File: src/rtl/core/pbc_pkg.sv
// Shared constants, types and codes of the bounding circle block.
`default_nettype none

package pbc_pkg;

  // Storage depth default
  localparam int DEF_MAX_POINTS = 64;

  // Field widths
  localparam int COORD_W  = 12;
  localparam int SCALE_W  = 16;
  localparam int CENTER_W = 20;
  localparam int RADIUS_W = 31;
  localparam int FRAC_W   = 8;

  // Distance arithmetic widths
  localparam int MAG_W    = COORD_W;
  localparam int PROD_W   = MAG_W + SCALE_W;
  localparam int SQ_W     = 2 * PROD_W;
  localparam int D2_W     = SQ_W + 1;
  localparam int RAD_IN_W = D2_W + (D2_W % 2);
  localparam int ROOT_W   = RAD_IN_W / 2;
  localparam int REM_W    = ROOT_W + 3;
  localparam int STEP_W   = $clog2(ROOT_W + 1);
  localparam int MPROD_W  = COORD_W + SCALE_W + 1;

  // Configuration port
  localparam int CFG_IDX_W = 2;
  localparam logic [SCALE_W-1:0] SCALE_RESET = SCALE_W'(256);

  // 4.0 in Q.8 added to the root
  localparam logic [RADIUS_W-1:0] RADIUS_PAD = RADIUS_W'(1024);

  typedef enum logic [CFG_IDX_W-1:0] {
    REG_SCALE_X = 2'd0,
    REG_SCALE_Y = 2'd1
  } pbc_reg_t;

  typedef enum logic [2:0] {
    ST_LOAD,
    ST_SEARCH,
    ST_DRAIN,
    ST_ROOT,
    ST_EMIT
  } pbc_state_t;

  typedef struct packed {
    logic load;
    logic search_init;
    logic issue;
    logic root_start;
    logic out_load;
  } pbc_cmd_t;

  typedef struct packed {
    logic last_pair;
    logic pipe_busy;
    logic root_done;
    logic out_free;
  } pbc_status_t;

endpackage

`default_nettype wire

File: src/rtl/core/pbc_ctrl.sv
// Controller state machine: sequences loading, pair search, root and output.
`default_nettype none

module pbc_ctrl import pbc_pkg::*; (
  input  wire logic        clk,
  input  wire logic        rst,
  input  wire logic        in_valid,
  input  wire logic        last_point,
  output logic             in_stall,
  output pbc_cmd_t         cmd,
  input  wire pbc_status_t status
);

  pbc_state_t state;
  pbc_state_t state_next;
  logic       accept;

  assign in_stall = (state != ST_LOAD);
  assign accept   = in_valid && !in_stall;

  // State register
  always_ff @(posedge clk) begin
    if (rst) begin
      state <= ST_LOAD;
    end else begin
      state <= state_next;
    end
  end

  // Next state
  always_comb begin
    state_next = state;
    case (state)
      ST_LOAD: begin
        if (accept && last_point) begin
          state_next = ST_SEARCH;
        end
      end
      ST_SEARCH: begin
        if (status.last_pair) begin
          state_next = ST_DRAIN;
        end
      end
      ST_DRAIN: begin
        if (!status.pipe_busy) begin
          state_next = ST_ROOT;
        end
      end
      ST_ROOT: begin
        if (status.root_done) begin
          state_next = ST_EMIT;
        end
      end
      ST_EMIT: begin
        if (status.out_free) begin
          state_next = ST_LOAD;
        end
      end
      default: begin
        state_next = ST_LOAD;
      end
    endcase
  end

  // Commands to the datapath
  always_comb begin
    cmd = '0;
    case (state)
      ST_LOAD: begin
        cmd.load        = accept;
        cmd.search_init = accept && last_point;
      end
      ST_SEARCH: begin
        cmd.issue = 1'b1;
      end
      ST_DRAIN: begin
        cmd.root_start = !status.pipe_busy;
      end
      ST_EMIT: begin
        cmd.out_load = status.out_free;
      end
      default: begin
        cmd = '0;
      end
    endcase
  end

endmodule

`default_nettype wire

File: config.mk
export PLATFORM = sky130hd
export DESIGN_NAME = pbc_ctrl
export DESIGN_NICKNAME = d
export VERILOG_FILES = /design/src/rtl/core/pbc_pkg.sv /design/src/rtl/core/pbc_ctrl.sv
export SDC_FILE = /design/constraint.sdc
export NUM_CORES = 1
export LEC_CHECK = 0
export BUFFER_PORTS_ARGS = -buffer_cell sky130_fd_sc_hd__buf_2
export CORE_AREA = 8 8 45 47
export DETAILED_ROUTE_END_ITERATION = 10
export DIE_AREA = 0 0 53 55
export PLACE_DENSITY_LB_ADDON = 0.05
export SLEW_MARGIN = 20
export SYNTH_ARGS = -nofsm -noshare
export SYNTH_HDL_FRONTEND = slang
export SYNTH_SLANG_ARGS = --single-unit
File: constraint.sdc
create_clock -name clk -period 3.2 [get_ports clk]
set_clock_uncertainty 0.2 [all_clocks]
set_input_delay 0.64 -clock clk [delete_from_list [all_inputs] [get_ports clk]]
set_output_delay 0.64 -clock clk [all_outputs]
set_load 0.03 [all_outputs]
==> impl_metrics.json <==
{
  "status": "completed",
  "io_buffers": 13,
  "drt-total-wl_um": 592,
  "timing.rr.start": "state[1]",
  "die_y_um": 55,
  "setup_viol": 0,
  "maxSlewViolCount": 0,
  "fmax_mhz": 445,
  "grt_first_pass_wirelength_um": 1030,
  "post_cts_resized": 0,
  "clk_latency_ps": 230,
  "ir_worst_vdd_uv": 125,
  "crit_slowest_cell": "or3_2",
  "syn_inst": 23,
  "start_kind": "flop",
  "end_kind": "output pin",
  "use_met3_pct": 2.41,
  "synth_seq_cells": 3,
  "syn_nets": 31,
  "nFillCells": 175,
  "vias": 224,
  "synth_cell_types": 15,
  "cp.required_ps": 2360,
  "maxCapViolations": 0,
  "grt-busiest-layer": "met2",
  "clock-sinks": 3,
  "slowest_delay_ps": 520,
  "routedWlPerCell_um": 10.6,
  "tightest_slew_ps": 229,
  "largest_reg_flops": 3,
  "worst-endpoint-arrival_ps": 1410,
  "cts_buffers": 3,
  "final_hold_viol_count": 0,
  "grt_usage_pct": 5.02,
  "dpl.hpwl_um": 480,
  "reg_top3": "state x3",
  "crit_type": "flop to output pin",
  "layout_common_cells": "13 x buf_2, 3 x nor2_1, 3 x a21oi_1, 3 x clkbuf_4, 3 x dfxtp_1",
  "avgSynthCellArea_um2": 7.72,
  "critPathTopFamily": "simple AND/OR/NAND/NOR gates",
  "clk_pin_slew_worst_paths_ps": 30,
  "p_leak_nw": 0.149,
  "setup_tns_ps": 0,
  "multiInputGateArea_um2": 110,
  "grt_max_degree": 9,
  "postCtsHoldBufs": 0,
  "place_inst": 52,
  "die_w_um": 53,
  "grt_pass1_vias": 236,
  "coreArea_um2": 1380,
  "clk_path_buf_depth": 2,
  "regArea_um2": 60.1,
  "top_register": "state",
  "cts_root_buffer": "clkbuf_4",
  "ys_seq_area_share_pct": 33.8,
  "insertedDiodeCount": 0,
  "cp_cell_sequence": "or3_2 > nor2_1 > buf_2",
  "row_count": 14,
  "firstDrtPassIters": 4,
  "netlist_area_um2": 178,
  "ioPinCount": 14,
  "drcViolationCount": 0,
  "use_met1_pct": 4.70,
  "cp-startpoint": "state[1]",
  "power_density_nw_per_um2": 515,
  "ant_nets": 0,
  "place_congestion": 0.738,
  "slew_headroom_pct": 84.5,
  "fin_cells": 56,
  "rsz0062_at_grt": "false",
  "netlist_top_cells_area": "dfxtp_1 34%, a21oi_1 8.5%, a2111o_1 6.3%",
  "yosysTopAreaCell": "dfxtp_1",
  "postCtsSetupBuffers": 0,
  "final_nets": 49,
  "initial_core_util_pct": 12.8,
  "syn_to_final_growth_pct": 62.7,
  "post-route-period-util_pct": 70.3,
  "dpl_worst_slack_ps": 1130,
  "vias_per_cell": 4.00,
  "hold_class": "flop to flop",
  "layout-drive-gt1-share_pct": 42.5,
  "cp_max_fo": 8,
  "crit_buf_inv": 1,
  "drt-initial-drc-count": 6,
  "setup_slack_ps": 951,
  "period_needed_ps": 2250,
  "finalPower_uw": 149,
  "fin_util_pct": 20.9,
  "antenna_found_initial": 0,
  "cts_tree": "done",
  "gr-usage-met2_pct": 7.23,
  "die_area_um2": 2920,
  "grt_overflow": 0,
  "synth_top_cell_area_share_pct": 33.8,
  "yosysWarningCount": 0,
  "hold_start": "state[1]",
  "htreeDepth": 1,
  "final_common_cell": "buf_2"
}
-- final timing paths --
check / endpoint / slack (ps) / cells after the start
min: state[0] / 340 / 1
min reg2reg: state[0] / 340 / 1
max: cmd[3] / 950 / 3
max reg2reg: state[0] / 1790 / 3
-- worst reg2reg max path, cell delays in order, from the launching register on --
cell	delay [ps]
dfxtp_1	430
and3b_1	220
a2111o_1	380
a21oi_1	110
-- synth_stat cells, drive strengths merged --
master  instances
nor3            1
nor4b           1
inv             2
a2111o          1
or3             1
nor3b           1
nand2           2
and3            1
nand4b          1
a21oi           3
o21ai           1
nor2            3
nand3b          1
and3b           1
dfxtp           3
-- kinds of logic (layout without fill, tap and decap cells) --
| family | Yosys count | count (layout) | share of synthesized area, % |
|---|---|---|---|
| flops | 3 | 3 | 33.8 |
| simple gates | 13 | 13 | 44.4 |
| compound gates | 5 | 5 | 17.6 |
| buf+inv | 2 | 19 | 4.23 |
-- layout make-up --
cell class,instances,share of cell area (%)
inverter,2,2.60
clock buffer,4,9.09
multi-input combinational,18,38.1
sequential,3,20.8
timing repair buffer,13,22.5
tap,16,6.93
-- per-stage QoR --
step | cell area [um^2] | hold WS, ps
global placement | 263 | 353
finish | 289 | 339
detailed placement | 263 | 336
global route | 289 | 383
CTS | 289 | 347
floorplan | 178 | 282
-- power breakdown --
part / total (mW) / internal (mW) / switching (mW) / leakage (nW)
clock: 0.0649 / 0.0466 / 0.0182 / 0.0150
combinational: 0.0397 / 0.0147 / 0.0250 / 0.110
sequential: 0.0444 / 0.0402 / 0.00418 / 0.0245
-- routing by layer --
layer / vias to the layer above / part of all wire, %
li1: 118 / -
met1: 97 / 36
met2: 9 / 51
met3: 0 / 13
met4: 0 / 0
met5: - / 0
Note: power is estimated with default switching activity, not from simulation.
